File: src/rtl/core/jpath_pkg.sv
// ----------------------------------------------------------------------------
// JSON path extractor package
// Shared types, result codes and error numbers.
// ----------------------------------------------------------------------------
`default_nettype none

package jpath_pkg;

  typedef enum logic [10:0] {
    M_ROOT        = 11'b000_0000_0001,
    M_KEY_WAIT    = 11'b000_0000_0010,
    M_STR         = 11'b000_0000_0100,
    M_AFTER_KEY   = 11'b000_0000_1000,
    M_AFTER_COLON = 11'b000_0001_0000,
    M_AFTER_VALUE = 11'b000_0010_0000,
    M_SKIP_PRIM   = 11'b000_0100_0000,
    M_SKIP_OBJ    = 11'b000_1000_0000,
    M_SKIP_ARR    = 11'b001_0000_0000,
    M_ARR_WAIT    = 11'b010_0000_0000,
    M_ARR_AFTER   = 11'b100_0000_0000
  } mode_e;

  localparam logic [1:0] KIND_BYTE = 2'd0;
  localparam logic [1:0] KIND_END  = 2'd1;
  localparam logic [1:0] KIND_DONE = 2'd2;
  localparam logic [1:0] KIND_ERR  = 2'd3;

  localparam logic [1:0] CTX_KEY      = 2'd0;
  localparam logic [1:0] CTX_ELEM     = 2'd1;
  localparam logic [1:0] CTX_SKIP_OBJ = 2'd2;
  localparam logic [1:0] CTX_SKIP_ARR = 2'd3;

  localparam logic [3:0] E_ROOT      = 4'd0;
  localparam logic [3:0] E_KEY_MISS  = 4'd1;
  localparam logic [3:0] E_BAD_KEY   = 4'd2;
  localparam logic [3:0] E_NO_COLON  = 4'd3;
  localparam logic [3:0] E_BAD_ESC   = 4'd4;
  localparam logic [3:0] E_UNT_STR   = 4'd5;
  localparam logic [3:0] E_BAD_VAL   = 4'd6;
  localparam logic [3:0] E_UNT_CONT  = 4'd7;
  localparam logic [3:0] E_NOT_OBJ   = 4'd8;
  localparam logic [3:0] E_NOT_ARR   = 4'd9;
  localparam logic [3:0] E_NONSTR    = 4'd10;
  localparam logic [3:0] E_NO_COMMA  = 4'd11;
  localparam logic [3:0] E_UNT_ARR   = 4'd12;
  localparam logic [3:0] E_VAL_MISS  = 4'd13;

  localparam logic [2:0] REG_DEPTH = 3'd0;

  typedef struct packed {
    logic [1:0] kind;
    logic [7:0] data;
    logic [3:0] code;
  } res_t;

endpackage

`default_nettype wire

File: src/rtl/core/json_path_string_array_extractor.sv
// Results of a byte are registered and appear in the cycle after it is accepted.
// Throughput: one byte per cycle while out_stall_i is low; a byte may cause two
// results, which drain from a two-entry output queue while the input stalls.
// Reset: asynchronous active low; the walk restarts at the root, path_depth
// resets to one and all path keys to zero. The last byte also restarts the walk.
// ----------------------------------------------------------------------------
// JSON path string array extractor
// Walks a JSON byte stream along a key path and streams array string bytes.
// ----------------------------------------------------------------------------
`default_nettype none

module json_path_string_array_extractor #(
  parameter int MAX_LEVELS = 6,
  parameter int KEY_BYTES  = 8,
  parameter int NEST_BITS  = 16
) (
  input  wire logic        clk_i,
  input  wire logic        rst_ni,
  input  wire logic        in_valid_i,
  output      logic        in_stall_o,
  input  wire logic [7:0]  doc_byte_i,
  input  wire logic        doc_last_i,
  output      logic        out_valid_o,
  input  wire logic        out_stall_i,
  output      logic [1:0]  result_kind_o,
  output      logic [7:0]  out_byte_o,
  output      logic [3:0]  error_code_o,
  output      logic        run_last_o,
  input  wire logic        cfg_valid_i,
  output      logic        cfg_ready_o,
  input  wire logic [2:0]  cfg_index_i,
  input  wire logic [63:0] cfg_data_i
);

  localparam int KIW = $clog2(KEY_BYTES + 1);

  logic [2:0]  depth_q;
  logic [63:0] key_q [MAX_LEVELS];

  jpath_pkg::mode_e     mode_q, mode_d;
  logic [2:0]           lvl_q, lvl_d;
  logic [NEST_BITS-1:0] nest_q, nest_d;
  logic [KIW-1:0]       kidx_q, kidx_d;
  logic                 kmatch_q, kmatch_d;
  logic                 esc_q, esc_d;
  logic [1:0]           ctx_q, ctx_d;
  logic                 fin_q, fin_d;

  // Output queue, two entries.
  jpath_pkg::res_t q_res_q [2];
  logic            q_last_q [2];
  logic [1:0]      q_cnt_q;

  logic       accept;
  logic       pop;
  logic [1:0] n_res;
  jpath_pkg::res_t r0, r1;

  assign cfg_ready_o = 1'b1;
  assign in_stall_o  = (q_cnt_q != 2'd0) && !(q_cnt_q == 2'd1 && !out_stall_i);
  assign accept      = in_valid_i && !in_stall_o;
  assign out_valid_o = (q_cnt_q != 2'd0);
  assign pop         = out_valid_o && !out_stall_i;

  assign result_kind_o = q_res_q[0].kind;
  assign out_byte_o    = q_res_q[0].data;
  assign error_code_o  = q_res_q[0].code;
  assign run_last_o    = q_last_q[0];

  // Current key selection and length.
  logic [63:0] cur_key;
  logic [KIW-1:0] key_len;
  logic [2:0] eff_depth;
  logic       last_lvl;
  logic [7:0] key_at;

  always_comb begin
    cur_key = key_q[0];
    for (int i = 0; i < MAX_LEVELS; i++) begin
      if (lvl_q == 3'(i)) cur_key = key_q[i];
    end
    key_len = KIW'(KEY_BYTES);
    for (int i = KEY_BYTES - 1; i >= 0; i--) begin
      if (cur_key[8*i +: 8] == 8'd0) key_len = KIW'(i);
    end
    key_at = 8'd0;
    for (int i = 0; i < KEY_BYTES; i++) begin
      if (kidx_q == KIW'(i)) key_at = cur_key[8*i +: 8];
    end
    if (depth_q == 3'd0) eff_depth = 3'd1;
    else if (depth_q > 3'(MAX_LEVELS)) eff_depth = 3'(MAX_LEVELS);
    else eff_depth = depth_q;
    last_lvl = ({1'b0, lvl_q} + 4'd1) >= {1'b0, eff_depth};
  end

  function automatic logic is_blank(input logic [7:0] b);
    return b == 8'h20 || b == 8'h09 || b == 8'h0a || b == 8'h0b || b == 8'h0c
        || b == 8'h0d;
  endfunction

  logic [7:0] b;
  logic       emit_v;
  jpath_pkg::res_t emit_r;
  logic       fail_v;
  logic [3:0] fail_c;
  logic       dlv_v;
  logic [7:0] dlv_b;
  logic       kw_v;
  logic [3:0] end_c;

  always_comb begin
    b        = doc_byte_i;
    mode_d   = mode_q;
    lvl_d    = lvl_q;
    nest_d   = nest_q;
    kidx_d   = kidx_q;
    kmatch_d = kmatch_q;
    esc_d    = esc_q;
    ctx_d    = ctx_q;
    fin_d    = fin_q;
    emit_v   = 1'b0;
    emit_r   = '0;
    fail_v   = 1'b0;
    fail_c   = jpath_pkg::E_ROOT;
    dlv_v    = 1'b0;
    dlv_b    = b;
    kw_v     = 1'b0;
    end_c    = jpath_pkg::E_KEY_MISS;

    if (!fin_q) begin
      unique case (mode_q)
        jpath_pkg::M_ROOT: begin
          if (!is_blank(b)) begin
            if (b == "{") begin
              lvl_d  = 3'd0;
              mode_d = jpath_pkg::M_KEY_WAIT;
            end else begin
              fail_v = 1'b1;
              fail_c = jpath_pkg::E_ROOT;
            end
          end
        end
        jpath_pkg::M_KEY_WAIT: kw_v = 1'b1;
        jpath_pkg::M_STR: begin
          if (esc_q) begin
            esc_d = 1'b0;
            case (b)
              "\"", "\\", "/": dlv_v = 1'b1;
              "b": begin dlv_v = 1'b1; dlv_b = 8'd8;  end
              "f": begin dlv_v = 1'b1; dlv_b = 8'd12; end
              "n": begin dlv_v = 1'b1; dlv_b = 8'd10; end
              "r": begin dlv_v = 1'b1; dlv_b = 8'd13; end
              "t": begin dlv_v = 1'b1; dlv_b = 8'd9;  end
              default: begin
                fail_v = 1'b1;
                fail_c = jpath_pkg::E_BAD_ESC;
              end
            endcase
          end else if (b == "\"") begin
            if (ctx_q == jpath_pkg::CTX_KEY) begin
              if (kidx_q != key_len) kmatch_d = 1'b0;
              mode_d = jpath_pkg::M_AFTER_KEY;
            end else if (ctx_q == jpath_pkg::CTX_ELEM) begin
              emit_v      = 1'b1;
              emit_r.kind = jpath_pkg::KIND_END;
              mode_d      = jpath_pkg::M_ARR_AFTER;
            end else if (nest_q == '0) begin
              mode_d = jpath_pkg::M_AFTER_VALUE;
            end else begin
              mode_d = (ctx_q == jpath_pkg::CTX_SKIP_OBJ) ? jpath_pkg::M_SKIP_OBJ
                                                          : jpath_pkg::M_SKIP_ARR;
            end
          end else if (b == "\\") begin
            esc_d = 1'b1;
          end else begin
            dlv_v = 1'b1;
          end
        end
        jpath_pkg::M_AFTER_KEY: begin
          if (!is_blank(b)) begin
            if (b == ":") mode_d = jpath_pkg::M_AFTER_COLON;
            else begin
              fail_v = 1'b1;
              fail_c = jpath_pkg::E_NO_COLON;
            end
          end
        end
        jpath_pkg::M_AFTER_COLON: begin
          if (!is_blank(b)) begin
            if (kmatch_q) begin
              if (last_lvl) begin
                if (b == "[") mode_d = jpath_pkg::M_ARR_WAIT;
                else begin
                  fail_v = 1'b1;
                  fail_c = jpath_pkg::E_NOT_ARR;
                end
              end else if (b == "{") begin
                lvl_d  = lvl_q + 3'd1;
                mode_d = jpath_pkg::M_KEY_WAIT;
              end else begin
                fail_v = 1'b1;
                fail_c = jpath_pkg::E_NOT_OBJ;
              end
            end else begin
              nest_d = '0;
              if (b == "\"") begin
                mode_d = jpath_pkg::M_STR;
                ctx_d  = jpath_pkg::CTX_SKIP_OBJ;
                esc_d  = 1'b0;
              end else if (b == "{") begin
                nest_d = NEST_BITS'(1);
                mode_d = jpath_pkg::M_SKIP_OBJ;
              end else if (b == "[") begin
                nest_d = NEST_BITS'(1);
                mode_d = jpath_pkg::M_SKIP_ARR;
              end else if (b == "t" || b == "f" || b == "n" || b == "-" ||
                           (b >= "0" && b <= "9")) begin
                mode_d = jpath_pkg::M_SKIP_PRIM;
              end else begin
                fail_v = 1'b1;
                fail_c = jpath_pkg::E_BAD_VAL;
              end
            end
          end
        end
        jpath_pkg::M_AFTER_VALUE: begin
          if (b == ",") mode_d = jpath_pkg::M_KEY_WAIT;
          else kw_v = 1'b1;
        end
        jpath_pkg::M_SKIP_PRIM: begin
          if (is_blank(b) || b == "," || b == "}" || b == "]") begin
            mode_d = jpath_pkg::M_AFTER_VALUE;
            if (b == ",") mode_d = jpath_pkg::M_KEY_WAIT;
            else kw_v = 1'b1;
          end
        end
        jpath_pkg::M_SKIP_OBJ, jpath_pkg::M_SKIP_ARR: begin
          if (b == "\"") begin
            mode_d = jpath_pkg::M_STR;
            esc_d  = 1'b0;
            ctx_d  = (mode_q == jpath_pkg::M_SKIP_OBJ) ? jpath_pkg::CTX_SKIP_OBJ
                                                       : jpath_pkg::CTX_SKIP_ARR;
          end else if ((mode_q == jpath_pkg::M_SKIP_OBJ && b == "{") ||
                       (mode_q == jpath_pkg::M_SKIP_ARR && b == "[")) begin
            if (&nest_q) begin
              fail_v = 1'b1;
              fail_c = jpath_pkg::E_UNT_CONT;
            end else nest_d = nest_q + NEST_BITS'(1);
          end else if ((mode_q == jpath_pkg::M_SKIP_OBJ && b == "}") ||
                       (mode_q == jpath_pkg::M_SKIP_ARR && b == "]")) begin
            // A close with the count at zero or one ends the skipped value.
            if (nest_q != '0) nest_d = nest_q - NEST_BITS'(1);
            if (nest_q <= NEST_BITS'(1)) mode_d = jpath_pkg::M_AFTER_VALUE;
          end
        end
        jpath_pkg::M_ARR_WAIT: begin
          if (!is_blank(b)) begin
            if (b == "]") begin
              emit_v      = 1'b1;
              emit_r.kind = jpath_pkg::KIND_DONE;
              fin_d       = 1'b1;
            end else if (b == "\"") begin
              mode_d = jpath_pkg::M_STR;
              ctx_d  = jpath_pkg::CTX_ELEM;
              esc_d  = 1'b0;
            end else begin
              fail_v = 1'b1;
              fail_c = jpath_pkg::E_NONSTR;
            end
          end
        end
        jpath_pkg::M_ARR_AFTER: begin
          if (!is_blank(b)) begin
            if (b == ",") mode_d = jpath_pkg::M_ARR_WAIT;
            else if (b == "]") begin
              emit_v      = 1'b1;
              emit_r.kind = jpath_pkg::KIND_DONE;
              fin_d       = 1'b1;
            end else begin
              fail_v = 1'b1;
              fail_c = jpath_pkg::E_NO_COMMA;
            end
          end
        end
        default: begin
          fail_v = 1'b1;
          fail_c = jpath_pkg::E_ROOT;
        end
      endcase

      if (kw_v && !is_blank(b)) begin
        if (b == "}") begin
          fail_v = 1'b1;
          fail_c = jpath_pkg::E_KEY_MISS;
        end else if (b == "\"") begin
          mode_d   = jpath_pkg::M_STR;
          ctx_d    = jpath_pkg::CTX_KEY;
          esc_d    = 1'b0;
          kidx_d   = '0;
          kmatch_d = 1'b1;
        end else begin
          fail_v = 1'b1;
          fail_c = jpath_pkg::E_BAD_KEY;
        end
      end

      if (dlv_v) begin
        if (ctx_q == jpath_pkg::CTX_KEY) begin
          if (kmatch_q && kidx_q < key_len && key_at == dlv_b)
            kidx_d = kidx_q + KIW'(1);
          else kmatch_d = 1'b0;
        end else if (ctx_q == jpath_pkg::CTX_ELEM) begin
          emit_v      = 1'b1;
          emit_r.kind = jpath_pkg::KIND_BYTE;
          emit_r.data = dlv_b;
        end
      end

      if (fail_v) begin
        emit_v      = 1'b1;
        emit_r.kind = jpath_pkg::KIND_ERR;
        emit_r.data = 8'd0;
        emit_r.code = fail_c;
        fin_d       = 1'b1;
      end

      // End-of-document error for the state left by this byte.
      case (mode_d)
        jpath_pkg::M_ROOT:        end_c = jpath_pkg::E_ROOT;
        jpath_pkg::M_STR:         end_c = jpath_pkg::E_UNT_STR;
        jpath_pkg::M_AFTER_KEY:   end_c = jpath_pkg::E_NO_COLON;
        jpath_pkg::M_AFTER_COLON:
          end_c = !kmatch_d ? jpath_pkg::E_VAL_MISS
                : (last_lvl ? jpath_pkg::E_NOT_ARR : jpath_pkg::E_NOT_OBJ);
        jpath_pkg::M_SKIP_OBJ, jpath_pkg::M_SKIP_ARR: end_c = jpath_pkg::E_UNT_CONT;
        jpath_pkg::M_ARR_WAIT, jpath_pkg::M_ARR_AFTER: end_c = jpath_pkg::E_UNT_ARR;
        default:                  end_c = jpath_pkg::E_KEY_MISS;
      endcase
    end
  end

  // Assemble up to two results for this item.
  logic end_err;
  always_comb begin
    end_err = doc_last_i && !fin_q && !fin_d;
    r0 = emit_r;
    r1 = '0;
    n_res = 2'd0;
    if (emit_v) begin
      n_res = 2'd1;
      if (end_err) begin
        r1.kind = jpath_pkg::KIND_ERR;
        r1.code = end_c;
        n_res   = 2'd2;
      end
    end else if (end_err) begin
      r0      = '0;
      r0.kind = jpath_pkg::KIND_ERR;
      r0.code = end_c;
      n_res   = 2'd1;
    end
  end

  always_ff @(posedge clk_i or negedge rst_ni) begin
    if (!rst_ni) begin
      depth_q <= 3'd1;
      for (int i = 0; i < MAX_LEVELS; i++) key_q[i] <= '0;
    end else if (cfg_valid_i) begin
      if (cfg_index_i == jpath_pkg::REG_DEPTH) depth_q <= cfg_data_i[2:0];
      for (int i = 0; i < MAX_LEVELS; i++) begin
        if (cfg_index_i == 3'(i + 1)) key_q[i] <= cfg_data_i;
      end
    end
  end

  always_ff @(posedge clk_i or negedge rst_ni) begin
    if (!rst_ni) begin
      mode_q   <= jpath_pkg::M_ROOT;
      lvl_q    <= '0;
      nest_q   <= '0;
      kidx_q   <= '0;
      kmatch_q <= 1'b1;
      esc_q    <= 1'b0;
      ctx_q    <= '0;
      fin_q    <= 1'b0;
    end else if (accept) begin
      if (doc_last_i) begin
        mode_q   <= jpath_pkg::M_ROOT;
        lvl_q    <= '0;
        nest_q   <= '0;
        kidx_q   <= '0;
        kmatch_q <= 1'b1;
        esc_q    <= 1'b0;
        ctx_q    <= '0;
        fin_q    <= 1'b0;
      end else begin
        mode_q   <= mode_d;
        lvl_q    <= lvl_d;
        nest_q   <= nest_d;
        kidx_q   <= kidx_d;
        kmatch_q <= kmatch_d;
        esc_q    <= esc_d;
        ctx_q    <= ctx_d;
        fin_q    <= fin_d;
      end
    end
  end

  // The queue is empty or about to drain whenever an item is accepted.
  always_ff @(posedge clk_i or negedge rst_ni) begin
    if (!rst_ni) begin
      q_cnt_q <= 2'd0;
    end else if (accept) begin
      q_cnt_q <= n_res;
    end else if (pop) begin
      q_cnt_q <= q_cnt_q - 2'd1;
    end
  end

  always_ff @(posedge clk_i) begin
    if (accept) begin
      q_res_q[0]  <= r0;
      q_last_q[0] <= (n_res == 2'd1);
      q_res_q[1]  <= r1;
      q_last_q[1] <= 1'b1;
    end else if (pop) begin
      q_res_q[0]  <= q_res_q[1];
      q_last_q[0] <= q_last_q[1];
    end
  end

  assert property (@(posedge clk_i) disable iff (!rst_ni)
    accept |-> (q_cnt_q == 2'd0) || (q_cnt_q == 2'd1 && pop))
    else $error("item accepted while results still queued");

  assert property (@(posedge clk_i) disable iff (!rst_ni)
    q_cnt_q != 2'd3)
    else $error("output queue overfilled");

  assert property (@(posedge clk_i) disable iff (!rst_ni)
    (q_cnt_q == 2'd2) |-> !q_last_q[0])
    else $error("first of two results marked last");

  assert property (@(posedge clk_i) disable iff (!rst_ni)
    (accept && doc_last_i) |=> !fin_q && mode_q == jpath_pkg::M_ROOT)
    else $error("walk not restarted after last byte");

endmodule

`default_nettype wire

File: config.mk
export PLATFORM = sky130hd
export DESIGN_NAME = json_path_string_array_extractor
export DESIGN_NICKNAME = d
export VERILOG_FILES = /design/src/rtl/core/jpath_pkg.sv /design/src/rtl/core/json_path_string_array_extractor.sv
export SDC_FILE = /design/constraint.sdc
export NUM_CORES = 1
export LEC_CHECK = 0
export BUFFER_PORTS_ARGS = -buffer_cell sky130_fd_sc_hd__buf_2
export CAP_MARGIN = 20
export CORE_MARGIN = 2
export CORE_UTILIZATION = 45
export CTS_BUF_LIST = sky130_fd_sc_hd__clkbuf_4
export DETAILED_ROUTE_END_ITERATION = 8
export SYNTH_ARGS = -nofsm -noshare
export SYNTH_HDL_FRONTEND = slang
export SYNTH_SLANG_ARGS = --single-unit
File: constraint.sdc
create_clock -name clk_i -period 6.6 [get_ports clk_i]
set_clock_uncertainty 0.1 [all_clocks]
set_input_delay 0.33 -clock clk_i [delete_from_list [all_inputs] [get_ports clk_i]]
set_output_delay 0.33 -clock clk_i [all_outputs]
set_load 0.05 [all_outputs]
==> results of run 1 <==
-- cells in the mapped netlist (20+ instances only) --
cell / n
a211oi_1: 23
edfxtp_1: 20
nand3_1: 41
clkbuf_1: 128
o22ai_1: 41
nand2_1: 149
o31ai_1: 22
mux2_2: 379
a21oi_1: 103
nor2b_1: 48
o21ai_0: 143
and3_1: 24
a31oi_1: 29
o21a_1: 24
nand2b_1: 40
buf_2: 38
nor2_1: 124
ha_1: 22
nor4_1: 26
dfrtp_1: 425
and2_1: 28
o211ai_1: 20
inv_1: 43
nor3b_1: 32
nor3_1: 45
-- path summary, 6_finish.rpt --
| path | start | to | slack [ns] |
|---|---|---|---|
| worst max-delay path | lvl_q[1] | kidx_q[3] | 0.53 |
| worst min-delay path | rst_ni | key_q[90] | -0.01 |
| worst max register to register | lvl_q[1] | kidx_q[3] | 0.53 |
| worst min register to register | q_last_q[1] | q_last_q[1] | 0.37 |
| max in group asynchronous | rst_ni | key_q[269] | 4.73 |
| min in group clk_i | doc_byte_i[1] | q_res_q[0][5] | 0.08 |
-- routing by layer --
layer  vias to the layer above  part of all wire [%]  GRT usage [%]
met5                         -                     0              0
met4                         0                   3.4          11.46
met3                       218                   7.4          5.659
met2                      1015                    44          47.08
met1                     10950                    45          44.29
li1                       9452                     -              -
-- critical path: stages, from the launching register on --
cell       delay [ns]
dfrtp_1          0.43
inv_1            0.14
ha_4             0.56
buf_4            0.40
or3b_2           0.47
a21oi_1          0.17
o32ai_1          0.18
and2_1           0.24
a2111oi_0        0.47
buf_4            0.20
a41oi_1          0.05
o31ai_1          0.24
nand2_1          0.09
ha_1             0.29
nor2b_1          0.13
o21a_1           0.16
o21ai_0          0.23
nand2_1          0.08
a211oi_1         0.20
mux2i_1          0.10
nor4_1           0.27
nand4_1          0.27
or4_1            0.47
nand3_1          0.10
-- area by class of cell --
class                           instances  area share [%]
Antenna cell                            5         0.04379
Clock buffer                          173           4.545
Clock inverter                         39          0.7969
Inverter                               44          0.5780
Multi-Input combinational cell       1726           44.60
Sequential cell                       449           39.68
Tap cell                              704           3.083
Timing Repair Buffer                  251           6.677
-- cells in the final DEF, fill, tap and decap left out, types with 20 or more instances in the layout --
cell type,instances
nor4_1,26
inv_1,43
nor2b_1,48
and2_1,28
o21a_1,24
o21ai_0,143
dfrtp_1,424
clkbuf_4,173
buf_2,97
nand3_1,41
o22ai_1,41
mux2_2,379
dlygate4sd3_1,85
clkinv_1,25
nor3b_1,30
o211ai_1,20
a31oi_1,29
nand2b_1,40
a211oi_1,23
nor3_1,43
o31ai_1,22
and3_1,24
a21oi_1,103
buf_4,63
edfxtp_1,20
nand2_1,149
nor2_1,124
-- registers in the layout, summed over array words and instances, names as in the netlist, 2 cells and up --
name,flops
key_q,384
q_res_q,19
nest_q,16
mode_q,11
kidx_q,4
depth_q,3
lvl_q,3
ctx_q,2
q_cnt_q,2
q_last_q,2
-- where the power goes --
group          internal [mW]  switching [mW]  total, mW
logic                   1.12            1.56       2.67
registers               3.40           0.462       3.86
clock network           1.28            1.21       2.49
-- per-stage QoR --
step | instance area (µm²) | hold slack, ns | total power, mW
after detailed placement | 26190 | 0.3247 | 6.455
after floorplan | 24910 | -0.06559 | 5.552
after global placement | 26180 | 0.3177 | 6.407
after global routing | 28570 | 0.01759 | 9.494
final | 28570 | -0.01180 | 9.019
after CTS | 28560 | 0.01097 | 9.010
-- repair_timing --
action | CTS | global route
hold endpoints to repair | 542 | 0
endpoints found under the setup margin | 0 | 0
hold buffers | 85 | 0
-- cells by family after synthesis --
kind of cell | share of synthesized area, %
other | 0.01505
AO/OA/AOI/OAI | 17.09
adder cells (fa/ha/maj) | 1.145
flip-flops | 45.50
buffers and inverters | 3.566
AND/OR/NAND/NOR | 14.93
multiplexers | 17.29
XOR/XNOR | 0.4571
==> reports/summary.txt, run 1 <==
Final net count = 2696
Crit Path Max Fanout = 46
Slew Viols, Final = 0
Largest net degree at the start of global routing = 136
Fin worst setup slack = 0.5257 ns
Setup Crit Path Kind = flop to flop
Clock sinks = 449
Final hold violation count = 1
Register Area = 11340 µm²
Ranking of synthesized cells by area = dfrtp_1 (43%), mux2_2 (17%), o21ai_0 (2.9%), edfxtp_1 (2.4%), nand2_1 (2.2%)
Antenna-violating nets left = 0
Finished Core Util = 52.07%
Final RePlAce weighted congestion = 0.9660
Failing checks = hold timing
CP Launch Type = flop
Clk slew on worst S/H paths = 0.06 ns
Leakage power = 12.00 nW
Number of fill cells = 5018
Die Height = 239.3 µm
Fin crit period = 6.074 ns
Status = complete, but fails checks
Worst-Margin Slew = 1.173 ns
Worst-case reg-to-reg path depth = 23
CTS tree = done
Fin crit share = 92.04%
Worst-Skew Late Latency = 0.93 ns
First-pass GRT wire length = 134500 µm
Area of the multi-input gates = 12740 µm²
Max-Cap Viols = 0
Mapped Avg Cell Area = 10.40 µm²
Clock root cell = clkbuf_4
DRT Pass-1 Iters = 7
Port-buffer cells = 97
Post-synth EDFFs = 20
WP data arrival = 6.83 ns
Site Rows = 86
Hold Crit Class = input pin to async pin
Share of cells above drive strength 1 = 29.38%
Critical Path RT = 7.36 ns
Total Routed Length = 88910 µm
Inst Count DP = 3089
Io pins = 99
Critical path capture point type = flop
Highest clock rate = 164.6 MHz
Vias per cell = 6.379
#FFs+latches synth = 449
Pre-CTS WS = 0.5782 ns
Average wire per standard cell = 26.22 µm
Syn Nets = 2498
Vias in the first global route = 21540
Initial core utilization = 45.39%
Setup Viol. Count Final = 0
Synth unique cells = 99
Cell Area, Synth = 24910 µm²
Ys Warns = 0
Post-CTS Setup Repair Bufs = 0
Cells after synthesis = 2395
Non-Filler Instances = 3391
Post-CTS Resized = 0
Tot GR Track Use = 31.03%
Iteration-0 DRC Markers = 2436
WHS = -0.01180 ns
DRC viols = 0
Cell Pwr Density = 315.6 nW/µm²
Initial antenna violation count = 3
Max_slew headroom = 21.08%
HPWL after DPL = 60480 µm
RSZ-0062 raised after global routing = no
Htree depth = 3
Die area = 57260 µm²
TritonCTS Buffers = 121
Max Buffers Root-to-Sink = 3
Core region area = 54880 µm²
Yosys top cell area share = 42.69%
Chip Width = 239.3 µm
Worst ir drop on vdd = 0.1926 mV
Asr flop ratio synth = 95.32%
Setup_tns = 0 ns
Seq/Total Area, Yosys = 45.50%
GRT overflow = 0
Vias = 21630
P&R area growth vs syn = 14.71%
Largest area contributor in the netlist = dfrtp_1
Synth Flop Type = dfrtp_1
Power figures use the tool's default switching activity.
==> run 2: changes to the inputs <==
ABC_AREA = 1   (was unset)
==> run 2 against run 1 <==
The run now ends clean. Maximum frequency up 9.0%. Total power up 9.2%. Synthesized area down 2.8%. First-iteration DRC count down 23%. Non-clock buffer count down 29. Critical path type unchanged. Largest cell class is now flip-flops and latches.
==> reports/summary.txt, run 2 <==
Status = finished clean
Iteration-0 DRC Markers = 1887
First-pass GRT wire length = 122000 µm
Non-Filler Instances = 4200
Ys Warns = 0
Leakage power = 13.88 nW
Port-buffer cells = 97
Chip Width = 235.9 µm
Synth unique cells = 65
Clk slew on worst S/H paths = 0.07 ns
WP data arrival = 6.17 ns
Antenna-violating nets left = 0
Post-synth EDFFs = 20
Final RePlAce weighted congestion = 0.9395
TritonCTS Buffers = 133
Die Height = 235.9 µm
#FFs+latches synth = 449
Die area = 55660 µm²
Top Registers = key_q: 384 flops, q_res_q: 19 flops, nest_q: 16 flops
Worst-Margin Slew = 1.043 ns
Post-synth top cells = nand2_1 (983), o21ai_0 (467), dfrtp_1 (425)
Final hold violation count = 0
Inst Count DP = 3884
Core region area = 53500 µm²
Post-CTS Setup Repair Bufs = 0
Slew Viols, Final = 0
Number of fill cells = 5248
Cells after synthesis = 3224
Synth Flop Type = dfrtp_1
Most frequent cells in the layout = nand2_1 (976), o21ai_0 (466), dfrtp_1 (425)
Critical Path RT = 7.20 ns
Cell Area, Synth = 24210 µm²
CP Launch Type = flop
Largest net degree at the start of global routing = 165
Max-Cap Viols = 0
Vias per cell = 5.408
Final net count = 3517
Htree depth = 4
Worst-Skew Late Latency = 0.94 ns
Clock sinks = 449
Cell Pwr Density = 355.0 nW/µm²
Reg with most FFs = key_q
GRT overflow = 0
Io pins = 99
Asr flop ratio synth = 95.32%
Ranking of synthesized cells by area = dfrtp_1 (44%), nand2_1 (15%), o21ai_0 (9.7%), nand3_1 (4.4%), inv_1 (4.3%)
Mapped Avg Cell Area = 7.508 µm²
Vias in the first global route = 22080
Seq/Total Area, Yosys = 46.83%
Share of cells above drive strength 1 = 14.06%
Initial antenna violation count = 2
Largest area contributor in the netlist = dfrtp_1
Pwr Total = 9.845 mW
Most common cell after layout, fill and taps aside = nand2_1
HPWL after DPL = 49170 µm
Slowest CP cell = or4_1
Max FFs per register = 384
DRT Pass-1 Iters = 6
Yosys top cell area share = 43.94%
Vias = 22710
Max Buffers Root-to-Sink = 3
Site Rows = 85
Worst ir drop on vdd = 0.2134 mV
Average wire per standard cell = 18.07 µm
Most frequent cell after synthesis = nand2_1
Setup_tns = 0 ns
Critical path capture point type = flop
Worst path max stage delay = 0.66 ns
Max_slew headroom = 30.48%
Fin crit share = 84.45%
RSZ-0062 raised after global routing = no
Tot GR Track Use = 27.74%
Area of the multi-input gates = 10970 µm²
Setup Viol. Count Final = 0
Syn Nets = 3327
Top cell by count, worst path = nand2_1
P&R area growth vs syn = 14.58%
Highest clock rate = 179.4 MHz
Clock root cell = clkbuf_4
CTS tree = done
Hold Crit Class = input pin to flop
Register Area = 11330 µm²
Crit Path Max Fanout = 41
DRC viols = 0
Initial core utilization = 45.25%
Fin crit period = 5.574 ns
Setup Crit Path Kind = flop to flop
Total Routed Length = 75900 µm
[run 2: cell count changes after synthesis, sizes merged, moves of 40 or more]
cell and delta:
or2 +54, o21ai +337, nor2 +96, a21oi -57, nor2b -48, nand2 +846
nand3 +173, nand2b -40, mux2 -379, inv +258
[run 2: layout make-up]
cell class	count	share of cell area [%]
Timing Repair Buffer	222	6.198
Tap cell	696	3.140
Multi-Input combinational cell	2300	39.56
Sequential cell	449	40.87
Clock inverter	23	0.6135
Clock buffer	198	5.359
Antenna cell	4	0.03609
Inverter	308	4.222
[run 2: kinds of logic (layout without fill, tap and decap cells)]
group / count (synthesis) / after routing / synth area share, %
compound gates: 672 / 672 / 15.36
xor+xnor: 8 / 8 / 0.2895
fa+ha+maj: 22 / 22 / 1.137
buf+inv: 475 / 751 / 8.172
flops: 449 / 449 / 46.83
mux: 1 / 1 / 0.04135
other cells: 1 / 5 / 0.01549
simple gates: 1596 / 1596 / 28.16
[run 2: worst paths after layout]
path / to / start / depth (start not counted) / slack [ns]
worst max-delay path: q_res_q[0][2] / lvl_q[1] / 29 / 1.03
worst min-delay path: key_q[100] / cfg_data_i[36] / 4 / 0.15
worst max register to register: q_res_q[0][2] / lvl_q[1] / 29 / 1.03
worst min register to register: q_last_q[1] / q_last_q[1] / 1 / 0.36
max in group asynchronous: key_q[374] / rst_ni / 4 / 4.95
min in group asynchronous: key_q[345] / rst_ni / 3 / 0.30
[run 2: per-stage QoR]
step	hold slack [ns]	area, µm²	worst slack, ns	utilization (%)
2_1_floorplan	-0.06559	24210	2.488	-
3_3_place_gp	0.3339	25130	1.178	46.97
5_1_grt	0.1433	27740	0.4444	51.85
3_5_place_dp	0.3371	25130	1.064	46.97
4_1_cts	0.05818	27710	1.048	51.80
6_report	0.1513	27740	1.026	51.85
[run 2: where the power goes]
part / total (mW) / switching [mW] / internal [mW] / leakage [nW]
Clock: 2.70 / 1.23 / 1.47 / 1.00
Sequential: 3.77 / 0.385 / 3.38 / 5.62
Combinational: 3.38 / 2.30 / 1.08 / 7.26
Total: 9.85 / 3.92 / 5.93 / 13.9
[run 2: repair_timing]
item,in CTS,in global routing
hold endpoints to repair,565,0
resized for setup,0,0
hold buffers,90,0
endpoints found under the setup margin,0,0
[run 2: critical path: cells and delay by family, from the launching register on]
kind	cells	cell delay, ns
AOI/OAI and AO/OA	2	0.26
and+or+nand+nor	22	2.90
adders and majority gates	2	0.90
DFF	1	0.44
buffers and inverters	3	0.68
[run 2: layer usage]
metal / up-vias / wire length [µm] / GRT usage [%]
met5: - / 0 / 0
met4: 0 / 2017 / 10.38
met2: 746 / 34940 / 44.31
met1: 10830 / 33810 / 36.97
li1: 11000 / - / -
met3: 140 / 5130 / 6.156
==> run 3: changes to the inputs <==
clock period = 4.75 ns   (was 6.6 ns; I/O delays follow)
==> run 3 against run 2 <==
Worst hold slack worse by 0.066 ns. Critical path depth up 1. Combinational power up 41%. Wire length up 2.6%. Maximum frequency up 26%. Sequential cell count unchanged. Clock power up 50%. Via count up 1.2%. Non-clock buffer count up 91. Total power up 43%. Sequential share of layout area down 1.9 points. Critical path type unchanged. Critical endpoint unchanged. Largest cell class unchanged.
==> reports/summary.txt, run 3 (same netlist as run 2, synthesis figures left out) <==
Crit path from = lvl_q[0]
Clock root cell = clkbuf_4
Average wire per standard cell = 18.11 µm
Tot GR Track Use = 28.15%
DRT Pass-1 Iters = 6
Worst-Margin Slew = 1.060 ns
Leakage power = 14.47 nW
Final hold violation count = 0
Core region area = 53500 µm²
Total Routed Length = 77890 µm
TritonCTS Buffers = 132
FF-to-FF Start = lvl_q[0]
Worst path max stage delay = 0.48 ns
Status = finished clean
Worst-case reg-to-reg path depth = 30
GRT overflow = 0
Largest net degree at the start of global routing = 106
Final RePlAce weighted congestion = 0.9863
Vias = 22980
HPWL after DPL = 50230 µm
Setup_tns = 0 ns
Max_slew headroom = 29.37%
Fin crit share = 93.38%
Reg2reg setup slack = 0.31 ns
Io pins = 99
Htree depth = 4
Top cell by count, worst path = nand2_1
Inst Count DP = 3917
Cell Pwr Density = 483.4 nW/µm²
Iteration-0 DRC Markers = 1729
Initial antenna violation count = 2
Critical path capture point type = flop
Critical Path RT = 5.39 ns
Chip Width = 235.9 µm
Most common cell after layout, fill and taps aside = nand2_1
Top Registers = key_q: 384 flops, q_res_q: 19 flops, nest_q: 16 flops
Max FFs per register = 384
Most frequent cells in the layout = nand2_1 (974), o21ai_0 (466), dfrtp_1 (423)
Vias in the first global route = 22850
DRC viols = 0
P&R area growth vs syn = 20.06%
CTS tree = done
Fin crit period = 4.435 ns
Site Rows = 85
Initial core utilization = 45.25%
Clock sinks = 449
Max Buffers Root-to-Sink = 3
Die Height = 235.9 µm
Reg with most FFs = key_q
Die area = 55660 µm²
Number of fill cells = 5140
Non-Filler Instances = 4300
Setup Crit Path Kind = flop to flop
Clk slew on worst S/H paths = 0.06 ns
Highest clock rate = 225.5 MHz
Port-buffer cells = 97
Crit path capture = q_res_q[0][2]
WP data arrival = 5.08 ns
Worst-Skew Late Latency = 1.00 ns
Final net count = 3608
Antenna-violating nets left = 0
CP Launch Type = flop
Setup Viol. Count Final = 0
Share of cells above drive strength 1 = 15.52%
Vias per cell = 5.345
Reg-to-Reg End = q_res_q[0][2]
Crit Path Max Fanout = 17
Hold Crit Class = input pin to flop
First-pass GRT wire length = 124100 µm
Worst ir drop on vdd = 0.2444 mV
Max-Cap Viols = 0
Slew Viols, Final = 0
Slowest CP cell = dfrtp_2
-- run 3: worst min path at each step --
stage                         startpoint  slack [ns]  depth (start not counted)    endpoint
after floorplan                   rst_ni       -0.16                          0    ctx_q[0]
after global placement            rst_ni        0.27                          1  key_q[143]
after detailed placement          rst_ni        0.27                          1  key_q[143]
after CTS                 cfg_data_i[20]       0.001                          4  key_q[212]
after global routing      cfg_data_i[17]        0.04                          4   key_q[17]
final                     cfg_data_i[14]        0.09                          4  key_q[334]
-- run 3: area by class of cell --
cell class,instances,area (µm²),share of cell area [%]
sequential,449,11340,39.01
multi-input combinational,2301,11100,38.19
timing repair buffer,313,2763,9.506
clock buffer,201,1509,5.192
inverter,308,1171,4.030
tap,696,870.8,2.997
clock inverter,29,305.3,1.051
antenna,3,7.507,0.02583
-- run 3: where the power goes --
group | switching (mW) | internal (mW)
Clock | 1.75 | 2.30
Sequential | 0.530 | 4.70
Combinational | 3.20 | 1.57
Total | 5.48 | 8.57
-- run 3: repair_timing --
item,CTS,global route
buffers inserted,0,8
hold endpoints to repair,843,0
resized for setup,0,30
endpoints found under the setup margin,0,6
hold buffers,138,0
-- run 3: metal layers --
metal	vias to the layer above	share of wire, %	global-route usage (%)
met5	-	0	0
met4	0	2.1	9.979
met3	115	5.7	5.138
met2	709	47	45.07
met1	10980	46	38.38
li1	11180	-	-
-- run 3: stage by stage --
stage | setup WS, ns | total power [mW] | hold slack [ns] | area [µm²] | utilization [%]
global placement | 0.1109 | 9.795 | 0.2706 | 25540 | 47.75
detailed placement | 0.07729 | 9.860 | 0.2744 | 25540 | 47.75
global route | -0.03605 | 15.07 | 0.03803 | 29060 | 54.33
floorplan | 0.6379 | 8.415 | -0.1581 | 24210 | -
finish | 0.3145 | 14.05 | 0.08504 | 29060 | 54.33
CTS | 0.06471 | 14.07 | 0.001252 | 28760 | 53.76
-- run 3: critical path: cells and delay by family (launching register included) --
family,cells,cell delay [ns]
AOI/OAI and AO/OA,5,0.84
and+or+nand+nor,19,1.63
DFF,1,0.48
adders and majority gates,2,0.49
buffers and inverters,4,0.64
